**src/hw/rtl/voxel_visible_face_emitter_defines.svh**
```systemverilog
// Assertion helpers shared by the voxel face emitter RTL.
`ifndef VOXEL_VISIBLE_FACE_EMITTER_DEFINES_SVH
`define VOXEL_VISIBLE_FACE_EMITTER_DEFINES_SVH

// Same-cycle implication, checked on clk and held off while rst_n is low.
`define VVFE_ASSERT_NOW(label, ante, cons, msg) \
  label: assert property (@(posedge clk) disable iff (!rst_n) (ante) |-> (cons)) \
    else $error(msg);

// Next-cycle implication, checked on clk and held off while rst_n is low.
`define VVFE_ASSERT_NEXT(label, ante, cons, msg) \
  label: assert property (@(posedge clk) disable iff (!rst_n) (ante) |=> (cons)) \
    else $error(msg);

`endif

```
**src/hw/rtl/vvfe_fifo.sv**
```systemverilog
module vvfe_fifo #(
  parameter int unsigned WIDTH = 8,
  parameter int unsigned DEPTH = 4
) (
  input  logic             clk,
  input  logic             rst_n,
  input  logic             push,
  input  logic [WIDTH-1:0] push_data,
  output logic             full,
  input  logic             pop,
  output logic [WIDTH-1:0] pop_data,
  output logic             valid
);

  localparam int unsigned PW = $clog2(DEPTH);
  localparam int unsigned CW = $clog2(DEPTH + 1);

  logic [WIDTH-1:0] mem_r [DEPTH];
  logic [PW-1:0]    wr_ptr_r, wr_ptr_nxt;
  logic [PW-1:0]    rd_ptr_r, rd_ptr_nxt;
  logic [CW-1:0]    count_r, count_nxt;
  logic             do_push, do_pop;

  assign full     = (count_r == CW'(DEPTH));
  assign valid    = (count_r != '0);
  assign do_push  = push && !full;
  assign do_pop   = pop && valid;
  assign pop_data = mem_r[rd_ptr_r];

  always_comb begin
    wr_ptr_nxt = wr_ptr_r;
    rd_ptr_nxt = rd_ptr_r;
    count_nxt  = count_r;
    if (do_push) begin
      wr_ptr_nxt = (wr_ptr_r == PW'(DEPTH - 1)) ? '0 : wr_ptr_r + PW'(1);
    end
    if (do_pop) begin
      rd_ptr_nxt = (rd_ptr_r == PW'(DEPTH - 1)) ? '0 : rd_ptr_r + PW'(1);
    end
    if (do_push && !do_pop) begin
      count_nxt = count_r + CW'(1);
    end else if (do_pop && !do_push) begin
      count_nxt = count_r - CW'(1);
    end
  end

  always_ff @(posedge clk) begin
    if (!rst_n) begin
      wr_ptr_r <= '0;
      rd_ptr_r <= '0;
      count_r  <= '0;
    end else begin
      wr_ptr_r <= wr_ptr_nxt;
      rd_ptr_r <= rd_ptr_nxt;
      count_r  <= count_nxt;
    end
  end

  always_ff @(posedge clk) begin
    if (do_push) begin
      mem_r[wr_ptr_r] <= push_data;
    end
  end

endmodule

```
**config.mk**
```make
export PLATFORM = sky130hd
export DESIGN_NAME = vvfe_fifo
export DESIGN_NICKNAME = d
export VERILOG_FILES = /design/src/hw/rtl/voxel_visible_face_emitter_defines.svh /design/src/hw/rtl/vvfe_fifo.sv
export SDC_FILE = /design/constraint.sdc
export NUM_CORES = 1
export LEC_CHECK = 0
export BUFFER_PORTS_ARGS = -buffer_cell sky130_fd_sc_hd__buf_2
export CORE_UTILIZATION = 50
export DETAILED_ROUTE_END_ITERATION = 10
export GPL_TIMING_DRIVEN = 0
export PLACE_DENSITY = 0.86
export REMOVE_ABC_BUFFERS = 1
export SLEW_MARGIN = 20
export SYNTH_ARGS = -nofsm -noshare
export SYNTH_HDL_FRONTEND = slang
export SYNTH_SLANG_ARGS = --single-unit
```
**constraint.sdc**
```tcl
create_clock -name clk -period 2.3 [get_ports clk]
set_input_delay 0.115 -clock clk [delete_from_list [all_inputs] [get_ports clk]]
set_output_delay 0.115 -clock clk [all_outputs]
set_load 0.005 [all_outputs]
```
==> reports/results.ini <==
[clock_tree]
clock_path_buffers=2
cts_tree=done
cts_root_buffer=clkbuf_4
clock-sinks=41
htree_levels=2
clk_latency_ps=340
cts_buffers=5
clkTransAtPathRegs_ps=120

[power_and_ir_drop]
total_power_mw=1.848
p_int_mw=1.315
pwr-share-clk=0.187
vdd_drop_max_mv=0.5088
seqPwrFrac=0.552
pwr_density_cell_mw_per_mm2=946.9
pwr-share-comb=0.261
p_sw_frac=0.2884
netSwitchingPower_mw=0.5329
p_leak_nw=0.7143

[die]
initial_core_util=0.5305
die_h_um=59.15
core_region_area_mm2=0.003078
boundaryPins=22
die-area_mm2=0.003498
die_x_um=59.15
row_count=20

[cells_and_area]
multi_input_area_um2=486.7
finalNonFillerCells=172
regArea_mm2=0.001144
nets=146
area_growth_pct=19.54
stdcell_area_mm2=0.001952
n_antenna_cell=0
finish.utilization=0.6341
drive_gt1_frac=0.3594
nFillCells=229

[route]
routedWlPerCell_um=14.92
drt-vias-per-instance=5.029
wl_met3_um=101
top_layer_used=met4
drt-total-wl_mm=2.566
drt-met1-wl_mm=1.089
vias=865
drtIter0Drc=22
route.met2.wl_mm=1.339
firstDrtPassIters=4
ant_nets=0
route.detailed.drc=0

[logic_synthesis]
syn_inst=93
postSynthAreaPerCell_um2=17.56
synth-seq-cells=41
netlist_area_mm2=0.001633
yosysUniqueCellTypes=23
ys_warn_count=0
synth_seq_area_share=0.6989

[sta]
tns_ps=0
fin_ws_ps=116.1
whs_ps=95.11
relSlewSlack=0.6304
rsz0062_at_grt=no
final-hold-violation-count=0
drv_slew=0
finClkSkew_ps=10.47
setup_viol=0
min_period_ps=2184
period_share=0.9495
clock.fmax_mhz=457.9
worst_slew_pin_slew_ps=553.6

[flow_run]
maxCapViolCount=0

[global_routing]
grtUsageTotal=0.1667
grt_max_degree=14
grt_pass1_wl_mm=3.926
first_global_vias=903
grt_antenna_before_repair=0
overflow=0

[setup_path]
critical_path.endpoint_type=flop
cp_max_fo=5
critPathLaunchType=flop
critPathRequiredTime_ps=2580
critical_path_class=flop to flop
cp_data_arrival_time_ps=2460

[place]
pre_cts_slack_ps=-187.9
placed_area_mm2=0.001775
io_buffer_count=21
dpl.hpwl_mm=1.749
placed_cells=154
routabilityCongestion=0.6491

[status]
status=finished clean

[hold_path]
hold_class=input port to flop

==> cell families (layout without fill, tap and decap cells) <==
group           after synthesis  count (layout)  synth area share
fa+ha+maj                     7               7           0.05824
compound gates                5               5           0.01839
buf+inv                       7              42           0.01762
flops                        41              41            0.6988
simple gates                 20              20           0.06744
xor+xnor                      2               2           0.01073
mux                          11              11            0.1287
==> power by group through the flow <==
stage | Combinational (mW) | Sequential [mW] | Clock, mW
final | 0.482 | 1.02 | 0.346
after global routing | 0.540 | 1.04 | 0.386
after CTS | 0.472 | 1.02 | 0.351
after detailed placement | 0.448 | 1.03 | 0
after global placement | 0.424 | 1.02 | 0
after floorplan | 0.306 | 1.00 | 0
==> what timing repair did <==
action | in CTS | in global routing
pin swaps | 0 | 1
setup endpoints to repair | 1 | 1
hold buffers | 8 | 0
setup buffers | 0 | 2
endpoints found under the hold margin | 32 | 0
gates resized for setup | 5 | 2
==> critical path: stages (launching register included) <==
cell	delay, ps
dfxtp_1	380
o31ai_4	300
ha_2	240
inv_1	50
fa_1	390
xor2_1	180
or3_2	400
a21boi_0	180
==> synth_stat cells <==
master | count | share of area
and2_1 | 5 | 0.019
o21ai_0 | 3 | 0.0092
fa_1 | 1 | 0.012
or3_2 | 1 | 0.0046
dfxtp_1 | 9 | 0.11
edfxtp_1 | 32 | 0.59
xnor2_1 | 1 | 0.0054
ha_1 | 6 | 0.046
or3_1 | 1 | 0.0038
inv_1 | 3 | 0.0069
xor2_1 | 1 | 0.0054
mux2i_1 | 3 | 0.018
mux4_2 | 8 | 0.11
clkbuf_1 | 1 | 0.0023
nor2b_1 | 2 | 0.0077
buf_2 | 2 | 0.0061
nand3_1 | 2 | 0.0061
nand2_1 | 6 | 0.014
a21boi_0 | 1 | 0.0046
o31ai_1 | 1 | 0.0046
nor2_1 | 2 | 0.0046
nor3b_2 | 1 | 0.0077
buf_1 | 1 | 0.0023
==> routing by layer <==
metal  track usage  vias up
met4       0.05782        0
met2        0.2857       22
met3       0.06987        5
met1        0.1868      421
li1              -      417
met5             0        -
==> cell type report <==
type | count | share of cell area
multi-input combinational | 45 | 0.2494
sequential | 41 | 0.5859
tap | 44 | 0.02821
inverter | 3 | 0.005769
clock buffer | 5 | 0.01923
clock inverter | 3 | 0.008974
timing repair buffer | 31 | 0.1026
==> final timing paths <==
path               startpoint           to  slack (ps)  cells past startpoint
setup reg to reg   count_r[2]   count_r[2]         120                      7
hold / removal          rst_n   count_r[1]         100                      2
hold reg to reg   wr_ptr_r[1]  wr_ptr_r[1]         510                      2
setup / recovery   count_r[2]   count_r[2]         120                      7
==> registers in the layout (all words and copies together) (netlist names), named ones only <==
register,count
count_r,3
mem_r,32
rd_ptr_r,2
wr_ptr_r,2
==> placed cells by master, fill, tap and decap left out, drive strengths merged, types with 2 or more instances in the layout <==
master        n
o21ai         3
nor2b         2
nor2          2
ha            6
edfxtp       32
clkbuf        5
clkinv        2
dfxtp         9
and2          5
mux2i         3
mux4          8
nand2         6
nand3         2
or3           2
inv           3
dlygate4sd3   8
buf          23
No activity file was read; power rests on OpenSTA's default activity.
