`config.mk`:
```
export PLATFORM = sky130hd
export DESIGN_NAME = vvfe_ram
export DESIGN_NICKNAME = d
export VERILOG_FILES = /design/src/hw/rtl/voxel_visible_face_emitter_defines.svh /design/src/hw/rtl/vvfe_ram.sv
export SDC_FILE = /design/constraint.sdc
export NUM_CORES = 1
export LEC_CHECK = 0
export BUFFER_PORTS_ARGS = -buffer_cell sky130_fd_sc_hd__clkbuf_2
export CORE_ASPECT_RATIO = 1.4
export CORE_UTILIZATION = 25
export DETAILED_ROUTE_END_ITERATION = 7
export PLACE_DENSITY_LB_ADDON = 0.12
export SYNTH_ARGS = -nofsm -noshare
export SYNTH_HDL_FRONTEND = slang
export SYNTH_SLANG_ARGS = --single-unit
export TNS_END_PERCENT = 30
```
`constraint.sdc`:
```
create_clock -name clk -period 2.5 [get_ports clk]
set_clock_uncertainty 0.15 [all_clocks]
set_input_delay 0.625 -clock clk [delete_from_list [all_inputs] [get_ports clk]]
set_output_delay 0.625 -clock clk [all_outputs]
set_load 0.05 [all_outputs]
```
`src/hw/rtl/voxel_visible_face_emitter_defines.svh`:
```
// Assertion helpers shared by the voxel face emitter RTL.
`ifndef VOXEL_VISIBLE_FACE_EMITTER_DEFINES_SVH
`define VOXEL_VISIBLE_FACE_EMITTER_DEFINES_SVH

// Same-cycle implication, checked on clk and held off while rst_n is low.
`define VVFE_ASSERT_NOW(label, ante, cons, msg) \
  label: assert property (@(posedge clk) disable iff (!rst_n) (ante) |-> (cons)) \
    else $error(msg);

// Next-cycle implication, checked on clk and held off while rst_n is low.
`define VVFE_ASSERT_NEXT(label, ante, cons, msg) \
  label: assert property (@(posedge clk) disable iff (!rst_n) (ante) |=> (cons)) \
    else $error(msg);

`endif

```
`src/hw/rtl/vvfe_ram.sv`:
```
module vvfe_ram #(
  parameter int unsigned WIDTH = 8,
  parameter int unsigned DEPTH = 16
) (
  input  logic                     clk,
  input  logic                     we,
  input  logic [$clog2(DEPTH)-1:0] waddr,
  input  logic [WIDTH-1:0]         wdata,
  input  logic [$clog2(DEPTH)-1:0] raddr,
  output logic [WIDTH-1:0]         rdata
);

  logic [WIDTH-1:0] mem_r [DEPTH];
  logic [WIDTH-1:0] rdata_r;

  always_ff @(posedge clk) begin
    if (we) begin
      mem_r[waddr] <= wdata;
    end
    rdata_r <= mem_r[raddr];
  end

  assign rdata = rdata_r;

endmodule

```
==> results of run 1 <==
[layout make-up]
cell class / instances / area share, %
clock inverters: 12 / 2.39
flip-flops and latches: 136 / 63.2
multi-input cells: 83 / 16.7
clock buffers: 20 / 7.05
well taps: 252 / 4.98
repair buffers: 51 / 5.65
[through the flow]
step                setup WS [ps]  total power, mW  instance area, um2
floorplan                     232             2.79                5150
global placement              206             2.92                5730
detailed placement            215             2.92                5730
CTS                           613             5.42                6330
global route                  592             5.54                6330
finish                        633             5.36                6330
[worst register-to-register path: stages (launching register included)]
cell	delay, ps
edfxtp_1	370
mux4_1	490
a22oi_1	300
nand2_1	90
[cell usage in the layout, fill, tap and decap left out]
| master | count |
|---|---|
| bufinv_16 | 3 |
| mux4_2 | 18 |
| clkbuf_16 | 17 |
| and2_1 | 1 |
| clkinvlp_4 | 5 |
| a22oi_1 | 16 |
| dfxtp_1 | 8 |
| or3b_2 | 1 |
| nand2_1 | 9 |
| clkinv_2 | 3 |
| edfxtp_1 | 128 |
| buf_12 | 3 |
| clkinv_4 | 1 |
| nor2b_1 | 1 |
| clkbuf_1 | 2 |
| nand3_1 | 1 |
| clkbuf_2 | 25 |
| and2b_1 | 1 |
| nor2_1 | 13 |
| nand2b_1 | 2 |
| nor3_1 | 4 |
| mux4_1 | 14 |
| buf_4 | 23 |
| nand3b_1 | 2 |
| clkbuf_8 | 1 |
[layer usage]
metal,share of wire (%),vias to the layer above,wire [um],global-route usage [%]
met5,0,-,0,0
met4,1.8,0,195,4.87
met3,3.0,12,327,2.82
met2,54,45,5920,20.4
li1,-,1090,-,-
met1,41,1250,4550,12.9
[where the power goes]
part	total [mW]	internal, mW	switching, mW
clock network	2.50	1.59	0.908
logic	0.296	0.108	0.189
registers	2.57	2.55	0.0161
total	5.36	4.25	1.11
[worst max path at each step]
stage / startpoint / endpoint / slack, ps
finish: rdata[6]$_DFF_P_ / rdata[6] / 630
global route: rdata[6]$_DFF_P_ / rdata[6] / 590
floorplan: waddr[2] / mem_r[0][0]$_DFFE_PP_ / 230
global placement: raddr[0] / rdata[3]$_DFF_P_ / 210
detailed placement: raddr[0] / rdata[3]$_DFF_P_ / 210
CTS: rdata[6]$_DFF_P_ / rdata[6] / 610
[cells by family after synthesis]
logic type / count (synthesis) / synth area share, %
AO/OA/AOI/OAI: 16 / 2.33
AND/OR/NAND/NOR: 35 / 3.18
flip-flops: 136 / 77.8
multiplexers: 32 / 15.0
buffers and inverters: 10 / 1.68
[state kept, by name (all words and copies together), names as in the netlist]
signal,cells
mem_r,128
rdata,8
==> out/summary.txt, run 1 <==
Remaining global-route overflow: 0
Worst slew margin relative to its limit: 72.1%
GP Congestion: 0.675
Via count: 2397
Endpoints failing setup: 0
Worst Setup End Kind: output port
Critical Path AT: 1090 ps
R2R cell count: 3
Register Area: 4000 um2
Initial antenna violation count: 0
Vias per cell: 4.33
RR Startpoint: mem_r[0][3]$_DFFE_PP_
Async set or reset register ratio after synthesis: 0%
Final Hold Vio Count: 0
Leak: 2.13 nW
Max Clk Rate: 536 MHz
VDD IR max: 0.409 mV
Slowest cell delay on critical path: 380 ps
Post-synthesis register bit count: 136
WL/cell: 19.8 um
Pins Over Slew Limit: 0
Seq/Total Area, Yosys: 77.8%
Reg2Reg Setup Slack: 990 ps
Core Footprint: 20000 um2
Status: completed
Initial detailed-routing violation count: 154
Area Growth Syn to Fin: 23.0%
Ys flop type: edfxtp_1
Setup Buffers After CTS: 0
Reg-to-Reg End: rdata[3]$_DFF_P_
Maximum clock path buffer count: 2
IO Count: 26
Minimum clock period: 1870 ps
Slowest-stage cell, CP: dfxtp_1
Critical path's top delay family: flip-flops
Max cap viols: 0
Worst-margin pin slew: 417 ps
First-pass GRT wire length: 16400 um
P per Cell Area: 846 nW/um2
Setup repair after global routing missed its margin: no
Chip height: 172 um
Synth top area share: 74.7%
Filler cell count in the final layout: 1962
CTS Sinks: 136
Layout Utilization: 31.7%
Inst Count DP: 522
Mapped Area: 5150 um2
Hold depth: 1
Drt total wl: 11000 um
DP Wirelength: 7600 um
Total track usage: 11.5%
# hold bufs at CTS: 0
Area occupied by multi-input gates: 1060 um2
Nets: 307
Die span in x: 123 um
Core Rows: 61
Layout cell share with drive strength beyond 1: 33.1%
Critical path launch point type: register
Most frequent cell after synthesis: edfxtp_1
Cell count after synthesis: 229
CTS root buffer: clkbuf_16
Top cells by area, synth: edfxtp_1, mux4_2, mux4_1
Synth Area per Inst: 22.5 um2
Clk_lat worst skew: 410 ps
CTS tree: yes
CP Cell Sequence: clkbuf_2
Post-cts resize count: 0
IO buf count: 25
Req. time, crit path: 1730 ps
DRT Pass-1 Iters: 4
Largest net degree at the start of global routing: 33
Final setup TNS: 0 ps
CTS buffer count: 17
Min Hold Slack: 501 ps
Type of the most critical hold path: input port to register
Worst hold endpoint: mem_r[4][5]$_DFFE_PP_
ANT cells: 0
Die Area: 21200 um2
Crit path buffers/inverters: 1
EDFF count, synth: 128
Critical path peak fanout: 1
Hold path startpoint: wdata[5]
Post-synth top cells: edfxtp_1, mux4_2, a22oi_1
Synth warn: 0
Distinct cells, synth: 19
H-tree depth: 4
Number of global-route vias before repair: 2664
Syn_nets: 247
Setup CP Type: register to output port
Remaining antenna violation count after routing: 0
Worst path depth: 1
DRC: 0
Initial Utilization: 25.7%
Final critical-path share of the clock period: 74.7%
Finished Layout Cells: 554
Clk pin slew, worst setup/hold paths: 60 ps
Leading area contributor after synthesis: edfxtp_1
No activity file was read; power rests on OpenSTA's default activity.
==> inputs of run 2 (changes only) <==
==> constraint.sdc (replaced) <==
create_clock -name clk -period 1.8 [get_ports clk]
set_clock_uncertainty 0.15 [all_clocks]
set_input_delay 0.45 -clock clk [delete_from_list [all_inputs] [get_ports clk]]
set_output_delay 0.45 -clock clk [all_outputs]
set_load 0.05 [all_outputs]
==> run 2 against run 1 <==
Wire length grew 1.6%. Setup slack lost 510 ps. Final cell count grew 2.2%. Sequential cell count is the same. Clock power grew 29%. Combinational power grew 48%. Largest cell class unchanged. Highest routed layer unchanged.
==> out/summary.txt, run 2 (synthesis gave the netlist of run 1 again) <==
DP Wirelength: 7650 um (+0.64%)
Setup Buffers After CTS: 0 (unchanged)
Drt total wl: 11200 um (+1.6%)
Worst slew margin relative to its limit: 45.7% (-26 points)
Clk_lat worst skew: 410 ps (about the same)
Critical Path AT: 1820 ps (+730 ps)
Core Rows: 61 (unchanged)
Status: completed
Pre-CTS WS: -291 ps (-506 ps)
Chip height: 172 um (unchanged)
DRT Pass-1 Iters: 4 (unchanged)
Via count: 2414 (+0.71%)
Final worst slack: 119 ps (-514 ps)
Clk pin slew, worst setup/hold paths: 50 ps (about the same)
Minimum clock period: 1680 ps
VDD IR max: 0.688 mV (+68%)
Die Area: 21200 um2 (unchanged)
Setup repair after global routing missed its margin: no
ANT cells: 0 (unchanged)
Filler cell count in the final layout: 1925 (-1.9%)
GP Congestion: 0.666 (-1.4%)
CTS root buffer: clkbuf_16
Inst Count DP: 534 (+2.3%)
Final setup TNS: 0 ps (unchanged)
IO Count: 26 (unchanged)
CTS tree: yes
Final instance area: 6420 um2 (+1.3%)
Die span in x: 123 um (unchanged)
Total track usage: 11.8% (+0.34 points)
Remaining global-route overflow: 0 (unchanged)
Largest Register: mem_r
Layout cell share with drive strength beyond 1: 35.0% (+1.9 points)
Nets: 319 (+3.9%)
P per Cell Area: 1130 nW/um2 (+33%)
Worst-margin pin slew: 814 ps (+397 ps)
Number of global-route vias before repair: 2621 (-1.6%)
DRC: 0 (unchanged)
Leak: 2.19 nW (+2.8%)
First-pass GRT wire length: 16900 um (+2.9%)
Core Footprint: 20000 um2 (unchanged)
Critical path launch point type: input port
Register Area: 4000 um2 (unchanged)
Critical path peak fanout: 8 (+7)
Worst Setup End Kind: register
Initial antenna violation count: 0 (unchanged)
Placed instance area: 5870 um2 (+2.3%)
Setup CP Type: input port to register
Max reg flops: 128 (unchanged)
Maximum clock path buffer count: 2 (unchanged)
Area occupied by multi-input gates: 1060 um2 (+0.47%)
Initial Utilization: 25.7% (unchanged)
Req. time, crit path: 1940 ps (+210 ps)
Min Hold Slack: 318 ps (-183 ps)
Remaining antenna violation count after routing: 0 (unchanged)
Commonest non-fill, non-tap cell in the layout: edfxtp_1
Endpoints failing setup: 0 (unchanged)
Type of the most critical hold path: input port to register
WL/cell: 19.7 um (-0.55%)
Pins Over Slew Limit: 0 (unchanged)
CTS buffer count: 17 (unchanged)
Final critical-path share of the clock period: 93.4%
# hold bufs at CTS: 0 (unchanged)
Final Hold Vio Count: 0 (unchanged)
Total Power: 7.23 mW (+35%)
Most frequent cells in the layout: edfxtp_1, buf_4, clkbuf_2
Largest net degree at the start of global routing: 24 (-27%)
Area Growth Syn to Fin: 24.6%
Post-cts resize count: 0 (unchanged)
Vias per cell: 4.27 (-1.4%)
Max Clk Rate: 595 MHz
CTS Sinks: 136 (unchanged)
Initial detailed-routing violation count: 164 (+6.5%)
Max cap viols: 0 (unchanged)
Layout Utilization: 32.1% (+0.42 points)
Finished Layout Cells: 566 (+2.2%)
H-tree depth: 4 (unchanged)
IO buf count: 25 (unchanged)
run 2: worst paths after layout:
check	start	end	slack [ps]	cells after the start
worst max-delay path	raddr[0]	rdata[2]$_DFF_P_	120	6
worst min-delay path	wdata[6]	mem_r[7][6]$_DFFE_PP_	320	1
worst max register to register	mem_r[1][2]$_DFFE_PP_	rdata[2]$_DFF_P_	120	4
worst min register to register	mem_r[14][4]$_DFFE_PP_	rdata[4]$_DFF_P_	510	3
run 2: worst max-delay path, stage by stage:
cell      delay (ps)
clkbuf_2         140
buf_12           140
mux4_1           550
a22oi_1          310
buf_4            180
nand2_1           40
run 2: layer usage:
layer / vias to the layer above / GRT usage (%) / routed length (um)
met1: 1226 / 13.7 / 4540
met4: 0 / 4.56 / 133
li1: 1123 / - / -
met2: 58 / 20.7 / 6050
met3: 7 / 3.05 / 443
met5: - / 0 / 0
run 2: final cells by class:
cell class,instances,area share (%)
clock buffers,22,6.92
clock inverters,10,1.64
multi-input cells,83,16.6
flip-flops and latches,136,62.4
well taps,252,4.91
repair buffers,63,7.57
run 2: power by group:
part | total (mW) | switching, mW | internal, mW
sequential | 3.56 | 0.0190 | 3.54
clock | 3.23 | 1.21 | 2.02
combinational | 0.437 | 0.268 | 0.168
total | 7.23 | 1.50 | 5.73
==> inputs of run 3 (changes only) <==
--- a/config.mk
+++ b/config.mk
@@ -5,11 +5,14 @@
 export SDC_FILE = /design/constraint.sdc
 export NUM_CORES = 1
 export LEC_CHECK = 0
+export ABC_AREA = 1
 export BUFFER_PORTS_ARGS = -buffer_cell sky130_fd_sc_hd__clkbuf_2
 export CORE_ASPECT_RATIO = 1.4
 export CORE_UTILIZATION = 25
 export DETAILED_ROUTE_END_ITERATION = 7
 export PLACE_DENSITY_LB_ADDON = 0.12
+export REMOVE_ABC_BUFFERS = 1
+export SKIP_LAST_GASP = 1
 export SYNTH_ARGS = -nofsm -noshare
 export SYNTH_HDL_FRONTEND = slang
 export SYNTH_SLANG_ARGS = --single-unit
==> run 3 against run 2 <==
Critical path depth down 5. Final area up 9.6%. Sequential share of layout area is 5.5 points lower. Highest routed layer unchanged. Critical endpoint is now rdata[0]. Count of clock-buffer cells in the layout decreased by 4.
==> out/summary.txt, run 3 <==
Internal power: 6.16 mW (+7.5%)
Setup repair after global routing missed its margin: no
Most frequent cell after synthesis: nand2_1
Leak: 3.00 nW (+37%)
Leading area contributor after synthesis: edfxtp_1
Async set or reset register ratio after synthesis: 0% (unchanged)
Gate power share: 6.7% (+0.7 points)
Clk_lat worst skew: 420 ps (about the same)
CTS buffer count: 17 (unchanged)
Max Clk Rate: 585 MHz (-1.7%)
IO Count: 26 (unchanged)
DP Wirelength: 10200 um (+33%)
CTS Sinks: 136 (unchanged)
Endpoints failing setup: 0 (unchanged)
VDD IR max: 0.613 mV (-11%)
Crit path buffers/inverters: 1 (-2)
Cell count after synthesis: 551 (+140%)
Initial detailed-routing violation count: 221 (+35%)
Area Growth Syn to Fin: 22.0%
Pins Over Slew Limit: 0 (unchanged)
Commonest non-fill, non-tap cell in the layout: nand2_1
Core Rows: 65 (+6.6%)
Largest net degree at the start of global routing: 54 (+130%)
Final critical-path share of the clock period: 95.0% (+1.6 points)
First-pass GRT wire length: 23600 um (+40%)
Via count: 3835 (+59%)
Filler cell count in the final layout: 2402 (+25%)
Top cells by area, synth: edfxtp_1, nand2_1, nand3_1
Req. time, crit path: 1200 ps (-740 ps)
Number of global-route vias before repair: 3902 (+49%)
CP Cell Sequence: clkbuf_2
RR Startpoint: mem_r[13][5]$_DFFE_PP_
Post-synth top cells: nand2_1, edfxtp_1, inv_1
Remaining global-route overflow: 0 (unchanged)
Post-cts resize count: 0 (unchanged)
Initial Utilization: 25.5% (-0.24 points)
Status: completed
CTS root buffer: clkbuf_16
GP Congestion: 0.769 (+16%)
DRC: 0 (unchanged)
Mapped Area: 5770 um2 (+12%)
Slowest-stage cell, CP: dfxtp_1
Max reg flops: 128 (unchanged)
Core Footprint: 22600 um2 (+13%)
Distinct cells, synth: 12 (-7)
Met3 usage: 2.74% (-0.31 points)
Worst Setup End Kind: output port
Global route hottest layer: met2
Clk pin slew, worst setup/hold paths: 60 ps (about the same)
Seq/Total Area, Yosys: 69.4% (-8.4 points)
Critical Path AT: 1110 ps (-710 ps)
Total track usage: 14.3% (+2.4 points)
Max cap viols: 0 (unchanged)
Clock power frac: 48.4% (+3.7 points)
Final instance area: 7030 um2 (+9.6%)
Vias per cell: 4.20 (-1.6%)
Met1 Use GR: 17.3% (+3.6 points)
Setup CP Type: register to output port
Placed instance area: 6380 um2 (+8.8%)
NetSw: 1.79 mW (+19%)
Worst-margin pin slew: 446 ps (-368 ps)
Nets: 618 (+94%)
Layout cell share with drive strength beyond 1: 14.0% (-21 points)
Ys flop type: edfxtp_1
Minimum clock period: 1710 ps (+28.5 ps)
CTS tree: yes
Critical path's top delay family: flip-flops
IO buf count: 25 (unchanged)
Final Hold Vio Count: 0 (unchanged)
P per Cell Area: 1130 nW/um2 (+0.27%)
Chip height: 182 um (+5.8%)
# hold bufs at CTS: 0 (unchanged)
Critical path peak fanout: 1 (-7)
Drt total wl: 15400 um (+38%)
Largest Register: mem_r
Die Area: 23700 um2 (+12%)
Critical path launch point type: register
Slowest cell delay on critical path: 390 ps (-160 ps)
Remaining antenna violation count after routing: 0 (unchanged)
Post-synthesis register bit count: 136 (unchanged)
Type of the most critical hold path: input port to register
Synth top area share: 66.7% (-8.0 points)
Switching share of power: 22.5% (+1.8 points)
Synth Area per Inst: 10.5 um2 (-53%)
ANT cells: 0 (unchanged)
H-tree depth: 4 (unchanged)
DRT Pass-1 Iters: 4 (unchanged)
Initial antenna violation count: 0 (unchanged)
Worst setup path startpoint: rdata[0]$_DFF_P_
Setup Buffers After CTS: 0 (unchanged)
Final setup TNS: 0 ps (unchanged)
Hold path startpoint: raddr[2]
WL/cell: 16.8 um (-15%)
Synth warn: 0 (unchanged)
Die span in x: 130 um (+5.8%)
Maximum clock path buffer count: 2 (unchanged)
EDFF count, synth: 128 (unchanged)
Worst slew margin relative to its limit: 70.3% (+25 points)
Most frequent cells in the layout: nand2_1, edfxtp_1, inv_1
Seq pwr share: 44.9% (-4.3 points)
M2 GR Usage: 23.8% (+3.0 points)
[run 3: changes by cell type after synthesis, sizes merged, moves of 16 or more]
cell,before,now
nand2,9,173
inv,0,102
nand3,1,97
mux4,32,0
buf,7,24
a22oi,16,0
[run 3: logic make-up after synthesis]
family                 count (synthesis)  share of synthesized area, %
buffers and inverters                126                          9.52
DFF                                  136                          69.4
and+or+nand+nor                      289                          21.0
[run 3: worst paths after layout]
| kind | to | slack (ps) | depth (start not counted) |
|---|---|---|---|
| max | rdata[0] | 90 | 1 |
| min | rdata[4]$_DFF_P_ | 340 | 4 |
| max reg2reg | rdata[5]$_DFF_P_ | 600 | 6 |
| min reg2reg | rdata[3]$_DFF_P_ | 520 | 6 |
[run 3: through the flow]
step           power (mW)  hold WS [ps]  cells  worst slack [ps]  util, %
3_3_place_gp         4.19           507    882              51.6     28.2
4_1_cts              8.05           322    914              62.0     31.1
2_1_floorplan        3.89           399    527               220        -
6_report             7.95           342    914              90.7     31.1
5_1_grt              8.24           351    914              20.9     31.1
3_5_place_dp         4.18           504    882              35.8     28.2
[run 3: area by class of cell]
type	instances	area [um2]	share of cell area [%]
flip-flops and latches	136	4000	56.9
multi-input cells	289	1210	17.3
clock buffers	18	429	6.10
repair buffers	54	405	5.76
inverters	102	383	5.44
well taps	301	377	5.35
clock inverters	14	221	3.15
[run 3: power groups by stage]
stage               sequential, mW  combinational (mW)  clock, mW
floorplan                     3.70               0.191          0
detailed placement            3.63               0.549          0
global placement              3.64               0.550          0
global route                  3.57               0.597       4.07
finish                        3.57               0.535       3.85
CTS                           3.57               0.551       3.93
[run 3: per-layer routing]
metal	up-vias	routed length (um)
met1	1883	6810
met2	60	7800
met4	0	420
met3	23	338
met5	-	0
li1	1869	-
