==> src/hw/rtl/voxel_visible_face_emitter_defines.svh <==
// Assertion helpers shared by the voxel face emitter RTL.
`ifndef VOXEL_VISIBLE_FACE_EMITTER_DEFINES_SVH
`define VOXEL_VISIBLE_FACE_EMITTER_DEFINES_SVH

// Same-cycle implication, checked on clk and held off while rst_n is low.
`define VVFE_ASSERT_NOW(label, ante, cons, msg) \
  label: assert property (@(posedge clk) disable iff (!rst_n) (ante) |-> (cons)) \
    else $error(msg);

// Next-cycle implication, checked on clk and held off while rst_n is low.
`define VVFE_ASSERT_NEXT(label, ante, cons, msg) \
  label: assert property (@(posedge clk) disable iff (!rst_n) (ante) |=> (cons)) \
    else $error(msg);

`endif

==> src/hw/rtl/vvfe_pkg.sv <==
package vvfe_pkg;

  localparam int unsigned COORD_W      = 4;
  localparam int unsigned COLOR_W      = 8;
  localparam int unsigned RGB_W        = 3 * COLOR_W;
  localparam int unsigned VOXEL_W      = RGB_W + 1;
  localparam int unsigned SIZE_W       = 5;
  localparam int unsigned DIR_W        = 3;
  localparam int unsigned FACE_N       = 6;
  localparam int unsigned NBR_N        = 6;
  localparam int unsigned COORD_SPAN   = 16;
  localparam int unsigned SIDE_MAX_DEF = 16;
  localparam int unsigned QUEUE_DEPTH  = 4;
  localparam int unsigned CFG_ADDR_W   = 2;
  localparam int unsigned IN_DATA_W    = 40;
  localparam int unsigned OUT_DATA_W   = 40;

  localparam logic [SIZE_W-1:0] SIZE_RESET = 5'd16;

  // Operation codes carried on in_tuser.
  localparam logic OP_LOAD  = 1'b0;
  localparam logic OP_QUERY = 1'b1;

  // Configuration register indexes.
  localparam logic [CFG_ADDR_W-1:0] REG_SIZE_X = 2'd0;
  localparam logic [CFG_ADDR_W-1:0] REG_SIZE_Y = 2'd1;
  localparam logic [CFG_ADDR_W-1:0] REG_SIZE_Z = 2'd2;

  // Face codes.
  localparam logic [DIR_W-1:0] DIR_LEFT   = 3'd0;
  localparam logic [DIR_W-1:0] DIR_RIGHT  = 3'd1;
  localparam logic [DIR_W-1:0] DIR_BOTTOM = 3'd2;
  localparam logic [DIR_W-1:0] DIR_TOP    = 3'd3;
  localparam logic [DIR_W-1:0] DIR_FRONT  = 3'd4;
  localparam logic [DIR_W-1:0] DIR_BACK   = 3'd5;

  typedef enum logic [1:0] {
    ST_IDLE,
    ST_SELF,
    ST_NBR,
    ST_EMIT
  } back_state_t;

  // One queued command. bnd is indexed by face code, nbr_ok by neighbor
  // slot (right, top, back, left, bottom, front).
  typedef struct packed {
    logic                 op;
    logic [COORD_W-1:0]   x;
    logic [COORD_W-1:0]   y;
    logic [COORD_W-1:0]   z;
    logic [VOXEL_W-1:0]   voxel;
    logic [FACE_N-1:0]    bnd;
    logic [NBR_N-1:0]     nbr_ok;
  } cmd_t;

  typedef struct packed {
    logic [COORD_W-1:0] x;
    logic [COORD_W-1:0] y;
    logic [COORD_W-1:0] z;
    logic [DIR_W-1:0]   dir;
    logic [COLOR_W-1:0] red;
    logic [COLOR_W-1:0] green;
    logic [COLOR_W-1:0] blue;
  } face_t;

  // Face code that belongs to each neighbor slot.
  function automatic logic [DIR_W-1:0] nbr_dir(input logic [2:0] k);
    logic [DIR_W-1:0] d;
    case (k)
      3'd0:    d = DIR_RIGHT;
      3'd1:    d = DIR_TOP;
      3'd2:    d = DIR_BACK;
      3'd3:    d = DIR_LEFT;
      3'd4:    d = DIR_BOTTOM;
      3'd5:    d = DIR_FRONT;
      default: d = DIR_LEFT;
    endcase
    return d;
  endfunction

endpackage

==> src/hw/rtl/vvfe_front.sv <==
module vvfe_front import vvfe_pkg::*; #(
  parameter int unsigned SIDE_MAX = SIDE_MAX_DEF
) (
  input  logic                  clk,
  input  logic                  rst_n,
  input  logic                  cfg_we,
  input  logic [CFG_ADDR_W-1:0] cfg_addr,
  input  logic [SIZE_W-1:0]     cfg_wdata,
  input  logic                  in_tvalid,
  output logic                  in_tready,
  input  logic [IN_DATA_W-1:0]  in_tdata,
  input  logic                  in_tuser,
  input  logic                  q_full,
  output logic                  q_push,
  output cmd_t                  q_cmd
);

  // Largest usable extent: the store side and the coordinate width both bound it.
  localparam int unsigned LIM = (SIDE_MAX < COORD_SPAN) ? SIDE_MAX : COORD_SPAN;

  logic [SIZE_W-1:0]  size_x_r, size_y_r, size_z_r;
  logic [SIZE_W-1:0]  sx, sy, sz;
  logic [SIZE_W-1:0]  xe, ye, ze;
  logic [COORD_W-1:0] px, py, pz;
  logic               in_range;

  function automatic logic [SIZE_W-1:0] eff_size(input logic [SIZE_W-1:0] v);
    logic [SIZE_W-1:0] r;
    if (v == '0) begin
      r = SIZE_W'(1);
    end else if (v > SIZE_W'(LIM)) begin
      r = SIZE_W'(LIM);
    end else begin
      r = v;
    end
    return r;
  endfunction

  always_ff @(posedge clk) begin
    if (!rst_n) begin
      size_x_r <= SIZE_RESET;
      size_y_r <= SIZE_RESET;
      size_z_r <= SIZE_RESET;
    end else if (cfg_we) begin
      case (cfg_addr)
        REG_SIZE_X: size_x_r <= cfg_wdata;
        REG_SIZE_Y: size_y_r <= cfg_wdata;
        REG_SIZE_Z: size_z_r <= cfg_wdata;
        default: ;
      endcase
    end
  end

  assign sx = eff_size(size_x_r);
  assign sy = eff_size(size_y_r);
  assign sz = eff_size(size_z_r);

  assign px = in_tdata[3:0];
  assign py = in_tdata[7:4];
  assign pz = in_tdata[11:8];
  assign xe = {1'b0, px};
  assign ye = {1'b0, py};
  assign ze = {1'b0, pz};

  assign in_range  = (xe < sx) && (ye < sy) && (ze < sz);
  assign in_tready = !q_full;
  // Items outside the grid are consumed and dropped here.
  assign q_push    = in_tvalid && in_tready && in_range;

  always_comb begin
    q_cmd.op    = in_tuser;
    q_cmd.x     = px;
    q_cmd.y     = py;
    q_cmd.z     = pz;
    // Stored as solid flag on top, then red, green and blue.
    q_cmd.voxel = {in_tdata[12], in_tdata[20:13], in_tdata[28:21], in_tdata[36:29]};

    // At most one boundary face per axis; the low side wins for an extent of one.
    q_cmd.bnd             = '0;
    q_cmd.bnd[DIR_LEFT]   = (px == '0);
    q_cmd.bnd[DIR_RIGHT]  = (px != '0) && (xe == sx - SIZE_W'(1));
    q_cmd.bnd[DIR_BOTTOM] = (py == '0);
    q_cmd.bnd[DIR_TOP]    = (py != '0) && (ye == sy - SIZE_W'(1));
    q_cmd.bnd[DIR_FRONT]  = (pz == '0);
    q_cmd.bnd[DIR_BACK]   = (pz != '0) && (ze == sz - SIZE_W'(1));

    q_cmd.nbr_ok[0] = (xe + SIZE_W'(1)) < sx;
    q_cmd.nbr_ok[1] = (ye + SIZE_W'(1)) < sy;
    q_cmd.nbr_ok[2] = (ze + SIZE_W'(1)) < sz;
    q_cmd.nbr_ok[3] = (px != '0);
    q_cmd.nbr_ok[4] = (py != '0);
    q_cmd.nbr_ok[5] = (pz != '0);
  end

endmodule

==> config.mk <==
export PLATFORM = sky130hd
export DESIGN_NAME = vvfe_front
export DESIGN_NICKNAME = d
export VERILOG_FILES = /design/src/hw/rtl/voxel_visible_face_emitter_defines.svh /design/src/hw/rtl/vvfe_pkg.sv /design/src/hw/rtl/vvfe_front.sv
export SDC_FILE = /design/constraint.sdc
export NUM_CORES = 1
export LEC_CHECK = 0
export BUFFER_PORTS_ARGS = -buffer_cell sky130_fd_sc_hd__buf_4
export CELL_PAD_IN_SITES_DETAIL_PLACEMENT = 2
export CELL_PAD_IN_SITES_GLOBAL_PLACEMENT = 2
export CORE_MARGIN = 2
export CORE_UTILIZATION = 24
export CTS_BUF_LIST = sky130_fd_sc_hd__clkbuf_8
export DETAILED_ROUTE_END_ITERATION = 16
export PLACE_DENSITY = 0.92
export SETUP_SLACK_MARGIN = 0.02
export SLEW_MARGIN = 40
export SYNTH_ARGS = -nofsm -noshare
export SYNTH_HDL_FRONTEND = slang
export SYNTH_SLANG_ARGS = --single-unit
==> constraint.sdc <==
create_clock -name clk -period 2 [get_ports clk]
set_input_delay 0.2 -clock clk [delete_from_list [all_inputs] [get_ports clk]]
set_output_delay 0.2 -clock clk [all_outputs]
set_load 0.005 [all_outputs]
==> results of run 1 <==
-- state kept, by name (all words and copies together), names as in the netlist --
signal and count:
size_y_r 5, size_x_r 5, size_z_r 5
-- metal layers --
metal  part of all wire (%)  up-vias
li1                       -      858
met1                     43      836
met5                      0        -
met3                    3.7       13
met4                    1.4        0
met2                     52       35
-- power groups by stage --
stage	clock [mW]	sequential [mW]	combinational (mW)
4_1_cts	0.267	0.320	0.353
3_5_place_dp	0	0.325	0.321
2_1_floorplan	0	0.325	0.215
3_3_place_gp	0	0.323	0.297
5_1_grt	0.285	0.322	0.405
6_report	0.268	0.321	0.364
-- how the worst max path moves through the flow --
stage | from | slack [ns] | to | depth (start not counted)
floorplan | size_x_r[1] | 0.21 | q_push | 10
global placement | size_x_r[1] | 0.09 | q_push | 10
detailed placement | size_z_r[4] | -0.03 | q_push | 9
CTS | size_x_r[3] | -0.12 | q_cmd[0] | 11
global route | size_x_r[4] | -0.20 | q_cmd[0] | 10
finish | size_x_r[4] | -0.11 | q_cmd[0] | 10
-- kinds of logic after synthesis --
logic type	Yosys count
compound gates	32
xor+xnor	15
fa+ha+maj	33
buf+inv	58
flops	15
mux	13
simple gates	78
-- layout by cell type (no fill, tap or decap), types with 4 or more instances in the layout --
cell / n
ha_4: 4
ha_1: 27
mux2i_1: 13
buf_4: 65
xnor2_1: 11
nor2_1: 12
dfxtp_1: 5
dfxtp_2: 8
o21ai_1: 4
nand3_1: 4
xor2_1: 4
nor2b_1: 16
nand2_1: 19
o21ai_0: 5
inv_1: 12
a21oi_1: 7
buf_6: 5
-- what timing repair did --
action                                  CTS  global route
resized for setup                        47            15
endpoints found under the setup margin    7             7
pin swaps                                25            10
setup buffers                             4             0
-- area by class of cell --
| class | count | area, um2 |
|---|---|---|
| Clock inverter | 1 | 7.51 |
| Multi-Input combinational cell | 171 | 1450 |
| Clock buffer | 3 | 41.3 |
| Tap cell | 102 | 128 |
| Sequential cell | 15 | 318 |
| Timing Repair Buffer | 70 | 544 |
| Inverter | 17 | 70.1 |
| Fill cell | 886 | 5250 |
-- metrics by stage --
stage	util [%]	instances	TNS (ns)
CTS	32.1	379	-0.424
finish	32.8	379	-0.289
global route	32.8	379	-0.943
global placement	29.2	372	0
floorplan	-	244	0
detailed placement	29.2	372	-0.0257
-- critical path: stages, from the launching register on --
cell      delay (ns)
dfxtp_2         0.35
inv_2           0.07
buf_6           0.13
nand2_2         0.06
ha_1            0.27
nor2b_2         0.16
o21a_1          0.16
o21ai_1         0.11
nand2b_1        0.06
a21oi_1         0.15
buf_4           0.13
==> run summary, run 1 <==
Ys async rst share: 0%
Synth top cells by count: buf_4 (38), ha_1 (33), nand2_1 (21)
Register share of total power: 33.7%
Number of global-route vias before repair: 1,930
Wirelength per Cell: 16.4 um
Reg2reg start: size_y_r[4]
Worst Hold Depth: 3
Post-Synth Adder-Cell Area: 21.2%
Ys flop type: dfxtp_1
M2 GR Usage: 25.1%
Internal: 0.635 mW
Critical path arrival: 1.91 ns
# IOs: 105
GPL Wtd Cong: 0.758
Hold Buf Count CTS: 0
R2R Path End: size_y_r[4]
Initial Util: 25.0%
Synth top area cells: ha_1 (21%), dfxtp_1 (15%), buf_4 (15%)
Most Used Layer, Global Route: met2
Placed cell areas: 2280 um2
First-pass GRT wire length: 9740 um
Final Critical Period: 2.11 ns
Switch share: 33.3%
Post-route setup slack: -0.112 ns
Root buffer cell: clkbuf_8
Met3 Track Usage GR: 2.97%
Post-Route Skew: 0 ns
Reg clk slew, reported paths: 0.07 ns
Diode count: 0
Failing checks: setup timing
GR Overflow Total: 0
Setup CP Type: flip-flop to output port
Startpoint Class: flip-flop
Crit path max fanout: 6
Max clock buf depth: 2
IO Port Bufs: 49
Starting DRT DRC Count: 16
Actual slew at the worst max-slew pin: 0.591 ns
Comb pwr share: 38.2%
CTS tree: yes
CORE AREA: 7810 um2
Die area: 8870 um2
Nets: 364
Worst skew pair latency: 0.26 ns
Vias: 1,742
Hold wc startpoint: cfg_wdata[4]
Distinct cells, synth: 33
Post-synthesis mux area share: 6.67%
CTS Buf Count: 3
Syn Inst Count: 244
Post-synth EDFFs: 0
Initial antenna violation count: 0
Slew HR: 60.4%
DRC: 0
Pwr dens: 373 nW/um2
Worst path required time: 1.80 ns
Fmax: 474 MHz
1st-pass router iterations: 4
Final Max Slew Viols: 0
Xor/xnor cell area share of the yosys netlist: 6.74%
Warnings, synthesis: 0
Cell taking the most area after synthesis: ha_1
Final Instance Area: 2560 um2
R2R cell count: 5
M1 GR Usage: 16.6%
Mapped Nets: 330
Simple-Gate Fraction of Synth Area: 21.1%
Synth Area in Compound Gates: 10.1%
Fin Hold WS: 0.192 ns
Fin. Hold Viols: 0
Tcrit/Tclk final: 106%
Hpwl dp: 4710 um
Synth Cell Area: 1950 um2
Peak VDD IR: 0.243 mV
Cell row count: 32
Die width: 94.2 um
WL final: 6200 um
Via-per-instance ratio: 4.60
Setup crit end kind: output port
Tot Pwr: 0.953 mW
Total global-route track usage: 13.8%
Maximum Capacitance Violations: 0
Fraction of final layout cells sized beyond drive strength 1: 43.3%
End of the worst hold path: size_x_r[4]
Clock sink count: 15
Leakage dissipation: 1.17 nW
R2R Setup Slk: 1.07 ns
Largest net degree at the start of global routing: 16
Main combinational cell family by area after synthesis: adder cells
Top-count cell post-synth: buf_4
Net Switching: 0.318 mW
Antenna viol nets, final: 0
Final setup violation count: 6
Run status: finished with violations
Dpl ws: -0.0257 ns
Min-delay worst type: input pin to flip-flop
Area delta synth->final: 31.1%
Share of the synthesized area in the top cell type: 21.2%
Synth Register Bits: 15
H-Tree Depth: 1
Part of the Yosys area used for sequential elements: 15.4%
Post-synthesis average cell area: 7.99 um2
Chip Height: 94.2 um
Clock share of power: 28.1%
Unrepaired setup endpoints after global routing: true
No activity file was read; power rests on OpenSTA's default activity.
==> inputs of run 2 (changes only) <==
--- a/config.mk
+++ b/config.mk
@@ -12,7 +12,7 @@
 export CORE_UTILIZATION = 24
 export CTS_BUF_LIST = sky130_fd_sc_hd__clkbuf_8
 export DETAILED_ROUTE_END_ITERATION = 16
-export PLACE_DENSITY = 0.92
+export PLACE_DENSITY_LB_ADDON = 0.25
 export SETUP_SLACK_MARGIN = 0.02
 export SLEW_MARGIN = 40
 export SYNTH_ARGS = -nofsm -noshare
==> run summary, run 2 (synthesis results as in run 1) <==
Run status: finished with violations
Failing checks: setup timing
Area delta synth->final: 29.2%
Final Instance Area: 2520 um2 (-1.4%)
Via-per-instance ratio: 4.50 (-2.0%)
End-of-flow core utilization: 32.3% (-0.46 points)
Crit path max fanout: 2 (-4)
Fmax: 479 MHz (+1.1%)
CORE AREA: 7810 um2 (unchanged)
Initial antenna violation count: 0 (unchanged)
IO Port Bufs: 49 (unchanged)
Reg clk slew, reported paths: 0.07 ns (about the same)
Worst skew pair latency: 0.25 ns (about the same)
Critical path arrival: 1.89 ns (-0.02 ns)
GR Overflow Total: 0 (unchanged)
Commonest non-fill, non-tap cell in the layout: buf_4
H-Tree Depth: 1 (unchanged)
Setup CP Type: flip-flop to output port
Cell row count: 32 (unchanged)
Fin cells: 381 (+0.53%)
Peak VDD IR: 0.192 mV (-21%)
Nets: 366 (+0.55%)
Final Max Slew Viols: 0 (unchanged)
Post-route setup slack: -0.0880 ns (+0.0239 ns)
Worst path required time: 1.80 ns (about the same)
Fin. Hold Viols: 0 (unchanged)
Antenna viol nets, final: 0 (unchanged)
GPL Wtd Cong: 0.723 (-4.6%)
Dpl ws: 0.00930 ns (+0.0350 ns)
Final Critical Period: 2.09 ns (-0.0239 ns)
Unrepaired setup endpoints after global routing: true
Fraction of final layout cells sized beyond drive strength 1: 40.9% (-2.5 points)
Min-delay worst type: input pin to flip-flop
DRC: 0 (unchanged)
Tcrit/Tclk final: 104% (-1.2 points)
Die width: 94.2 um (unchanged)
Maximum Capacitance Violations: 0 (unchanged)
Leakage dissipation: 1.21 nW (+3.1%)
Starting DRT DRC Count: 38 (+22)
Wirelength per Cell: 13.8 um (-15%)
Actual slew at the worst max-slew pin: 0.585 ns (-0.00632 ns)
Pwr dens: 362 nW/um2 (-2.9%)
Slew HR: 60.8% (+0.42 points)
Max clock buf depth: 2 (unchanged)
Startpoint Class: flip-flop
Placed cell areas: 2260 um2 (-0.66%)
Post-Route Skew: 0 ns (unchanged)
Commonest cells after routing, fill and taps aside: buf_4 (67), ha_1 (32), nand2_1 (20), nor2b_1 (17)
Largest net degree at the start of global routing: 16 (unchanged)
Fin Hold WS: 0.205 ns (+0.0133 ns)
Root buffer cell: clkbuf_8
Largest registers: size_x_r (5), size_y_r (5), size_z_r (5)
Chip Height: 94.2 um (unchanged)
Vias: 1,716 (-1.5%)
Final setup violation count: 3 (-3)
Hpwl dp: 4150 um (-12%)
Setup crit end kind: output port
Diode count: 0 (unchanged)
Initial Util: 25.0% (unchanged)
1st-pass router iterations: 3 (-1)
CTS Buf Count: 3 (unchanged)
Setup_tns: -0.188 ns (+0.101 ns)
Clock sink count: 15 (unchanged)
Die area: 8870 um2 (unchanged)
Number of global-route vias before repair: 1,841 (-4.6%)
Tot Pwr: 0.912 mW (-4.3%)
Hold Buf Count CTS: 0 (unchanged)
CTS tree: yes
First-pass GRT wire length: 8730 um (-10%)
Total global-route track usage: 12.1% (-1.7 points)
Placed cells: 370 (-0.54%)
# IOs: 105 (unchanged)
WL final: 5270 um (-15%)
-- run 2: worst max-delay path, stage by stage, from the launching register on --
cell and delay, ns:
dfxtp_2 0.33, nor3_2 0.16, nor2_1 0.05, nor2_1 0.12, ha_1 0.16, nor2b_1 0.04
o21a_1 0.17, o21ai_2 0.12, a21oi_2 0.09, nor4_2 0.23, buf_4 0.16
-- run 2: area by class of cell --
class	count	area (um2)
clock buffers	3	41.3
clock inverters	1	5.00
fillers	894	5290
inverters	17	66.3
multi-input cells	171	1400
flip-flops and latches	15	324
well taps	102	128
repair buffers	72	559
-- run 2: layer usage --
| layer | track usage (%) | vias to the layer above | routed length (um) |
|---|---|---|---|
| li1 | - | 863 | - |
| met1 | 15.8 | 813 | 2460 |
| met2 | 21.5 | 36 | 2600 |
| met3 | 1.28 | 4 | 200 |
| met4 | 2.17 | 0 | 9 |
| met5 | 0 | - | 0 |
-- run 2: power by group --
group          switching (mW)  internal [mW]  total, mW
Combinational           0.160          0.181      0.341
Clock                   0.114          0.138      0.252
Sequential             0.0124          0.307      0.319
Total                   0.286          0.626      0.912
-- run 2: final timing paths --
kind                             startpoint           to  slack (ns)  cells after the start
worst max-delay path            size_x_r[3]       q_push       -0.09                     10
worst min-delay path                  rst_n  size_y_r[4]        0.20                      2
worst max register to register  size_y_r[1]  size_y_r[1]        1.08                      4
worst min register to register  size_z_r[0]  size_z_r[0]        0.58                      2
-- run 2: repair_timing --
action / in CTS / in global routing
pin swaps: 22 / 13
endpoints found under the setup margin: 7 / 7
gates resized for setup: 35 / 18
buffers inserted: 6 / 1
==> inputs of run 3 (changes only) <==
--- a/config.mk
+++ b/config.mk
@@ -12,6 +12,7 @@
 export CORE_UTILIZATION = 24
 export CTS_BUF_LIST = sky130_fd_sc_hd__clkbuf_8
 export DETAILED_ROUTE_END_ITERATION = 16
+export GPL_TIMING_DRIVEN = 0
 export PLACE_DENSITY_LB_ADDON = 0.25
 export SETUP_SLACK_MARGIN = 0.02
 export SLEW_MARGIN = 40
==> constraint.sdc (replaced) <==
create_clock -name clk -period 2.1 [get_ports clk]
set_input_delay 0.21 -clock clk [delete_from_list [all_inputs] [get_ports clk]]
set_output_delay 0.21 -clock clk [all_outputs]
set_load 0.005 [all_outputs]
==> run summary, run 3 (synthesis results as in run 1) <==
Post-Route Skew: 0 ns (unchanged)
Area delta synth->final: 44.1%
CTS Buf Count: 3 (unchanged)
Reg clk slew, reported paths: 0.06 ns (about the same)
Buf/Inv on CP: 1 (unchanged)
1st-pass router iterations: 4 (+1)
GPL Wtd Cong: 0.706 (-2.4%)
Antenna viol nets, final: 0 (unchanged)
Largest net degree at the start of global routing: 11 (-5)
CTS tree: yes
Total global-route track usage: 12.3% (+0.24 points)
Fin. Hold Viols: 0 (unchanged)
Diode count: 0 (unchanged)
Commonest non-fill, non-tap cell in the layout: buf_4
Commonest cells after routing, fill and taps aside: buf_4 (116), ha_1 (32), nand2_1 (20), nor2b_1 (17), inv_1 (14)
CP delay by family, top: simple AND/OR/NAND/NOR gates
CORE AREA: 7810 um2 (unchanged)
Worst skew pair latency: 0.25 ns (about the same)
Clock sink count: 15 (unchanged)
# IOs: 105 (unchanged)
Switch share: 30.6% (-0.81 points)
Initial antenna violation count: 0 (unchanged)
Crit path largest cell delay: 0.34 ns (about the same)
Final Critical Period: 2.23 ns
Maximum Capacitance Violations: 0 (unchanged)
Actual slew at the worst max-slew pin: 0.594 ns (+0.00872 ns)
First-pass GRT wire length: 8800 um (+0.87%)
Worst path required time: 1.89 ns (+0.09 ns)
Wirelength per Cell: 13.4 um (-3.1%)
Root buffer cell: clkbuf_8
Startpoint Class: flip-flop
Post-route setup slack: -0.127 ns (-0.0392 ns)
Final Max Slew Viols: 0 (unchanged)
Register share of total power: 33.3% (-1.7 points)
Critical path's most frequent cell: nor2_1
Filler Cells Inserted: 920 (+2.9%)
Crit path max fanout: 2 (unchanged)
Internal: 0.646 mW (+3.2%)
Critical path arrival: 2.02 ns (+0.13 ns)
Fraction of final layout cells sized beyond drive strength 1: 47.2% (+6.4 points)
Die area: 8870 um2 (unchanged)
Net Switching: 0.284 mW (-0.69%)
Placed cells: 421 (+14%)
IO Port Bufs: 75 (+53%)
Nets: 411 (+12%)
Fmax: 449 MHz
Comb pwr share: 41.6% (+4.2 points)
Hold Buf Count CTS: 0 (unchanged)
Clock share of power: 25.1% (-2.5 points)
GR Overflow Total: 0 (unchanged)
Placed cell areas: 2640 um2 (+17%)
Setup CP Type: flip-flop to output port
Failing checks: setup timing
WL final: 5710 um (+8.3%)
Largest registers: size_x_r (5), size_y_r (5), size_z_r (5)
Die width: 94.2 um (unchanged)
Unrepaired setup endpoints after global routing: true
Starting DRT DRC Count: 28 (-26%)
Setup crit end kind: output port
Cell row count: 32 (unchanged)
Run status: finished with violations
Crit-path cells: nor3_2 > nor2_1 > nor2_1 > ha_2 > nor2b_1 > o21a_1 > o21ai_2 > a21oi_2 > nor4_2 > buf_4
Via-per-instance ratio: 4.55 (+1.1%)
Fin cells: 426 (+12%)
Min-delay worst type: input pin to flip-flop
Peak VDD IR: 0.247 mV (+29%)
Slew HR: 60.3% (-0.58 points)
Pwr dens: 331 nW/um2 (-8.6%)
Leakage dissipation: 1.38 nW (+15%)
Chip Height: 94.2 um (unchanged)
Hpwl dp: 4700 um (+13%)
Crit-path slowest cell: dfxtp_4
DRC: 0 (unchanged)
Final setup violation count: 1 (-2)
Tot Pwr: 0.930 mW (+2.0%)
Tcrit/Tclk final: 106%
Number of global-route vias before repair: 1,869 (+1.5%)
Vias: 1,939 (+13%)
Initial Util: 25.0% (unchanged)
H-Tree Depth: 1 (unchanged)
Final Instance Area: 2810 um2 (+12%)
Max clock buf depth: 2 (unchanged)
## run 3: path summary, 6_finish.rpt
kind | start | end | slack (ns) | depth (start not counted)
min | rst_n | size_y_r[3] | 0.21 | 2
max | size_x_r[2] | q_push | -0.13 | 10
max reg2reg | size_z_r[4] | size_z_r[4] | 1.30 | 4
min reg2reg | size_y_r[0] | size_y_r[0] | 0.57 | 2
## run 3: cell type report
cell class              instances  area, um2  share of cell area [%]
clock buffers                   3       41.3                    1.47
well taps                     102        128                    4.54
plain buffers                  39        289                    10.3
repair buffers                 78        586                    20.8
inverters                      17       78.8                    2.80
multi-input cells             171       1360                    48.2
flip-flops and latches         15        330                    11.7
clock inverters                 1       3.75                   0.134
## run 3: through the flow
| stage | util (%) | hold WS, ns | setup TNS [ns] | setup WS, ns |
|---|---|---|---|---|
| final | 36.0 | 0.214 | -0.127 | -0.127 |
| after global routing | 36.0 | 0.225 | -0.427 | -0.252 |
| after CTS | 35.5 | 0.212 | -0.154 | -0.141 |
| after detailed placement | 33.8 | 0.475 | -0.114 | -0.114 |
| after global placement | 33.8 | 0.465 | -0.0412 | -0.0412 |
| after floorplan | - | 0.338 | 0 | 0.302 |
## run 3: what timing repair did
action | CTS | global route
endpoints found under the setup margin | 6 | 6
gates resized for setup | 32 | 14
pin swaps | 11 | 14
buffers inserted | 3 | 0
## run 3: per-layer routing
| layer | up-vias | GRT usage [%] | routed length, um |
|---|---|---|---|
| met2 | 66 | 21.8 | 2850 |
| met4 | 0 | 1.81 | 22 |
| met1 | 912 | 15.8 | 2480 |
| met5 | - | 0 | 0 |
| met3 | 4 | 2.17 | 359 |
| li1 | 957 | - | - |
## run 3: power groups by stage
stage	Combinational (mW)	Sequential, mW	Clock [mW]
final	0.387	0.309	0.234
after global routing	0.435	0.311	0.255
after CTS	0.389	0.309	0.246
after detailed placement	0.377	0.314	0
after global placement	0.361	0.314	0
after floorplan	0.204	0.310	0
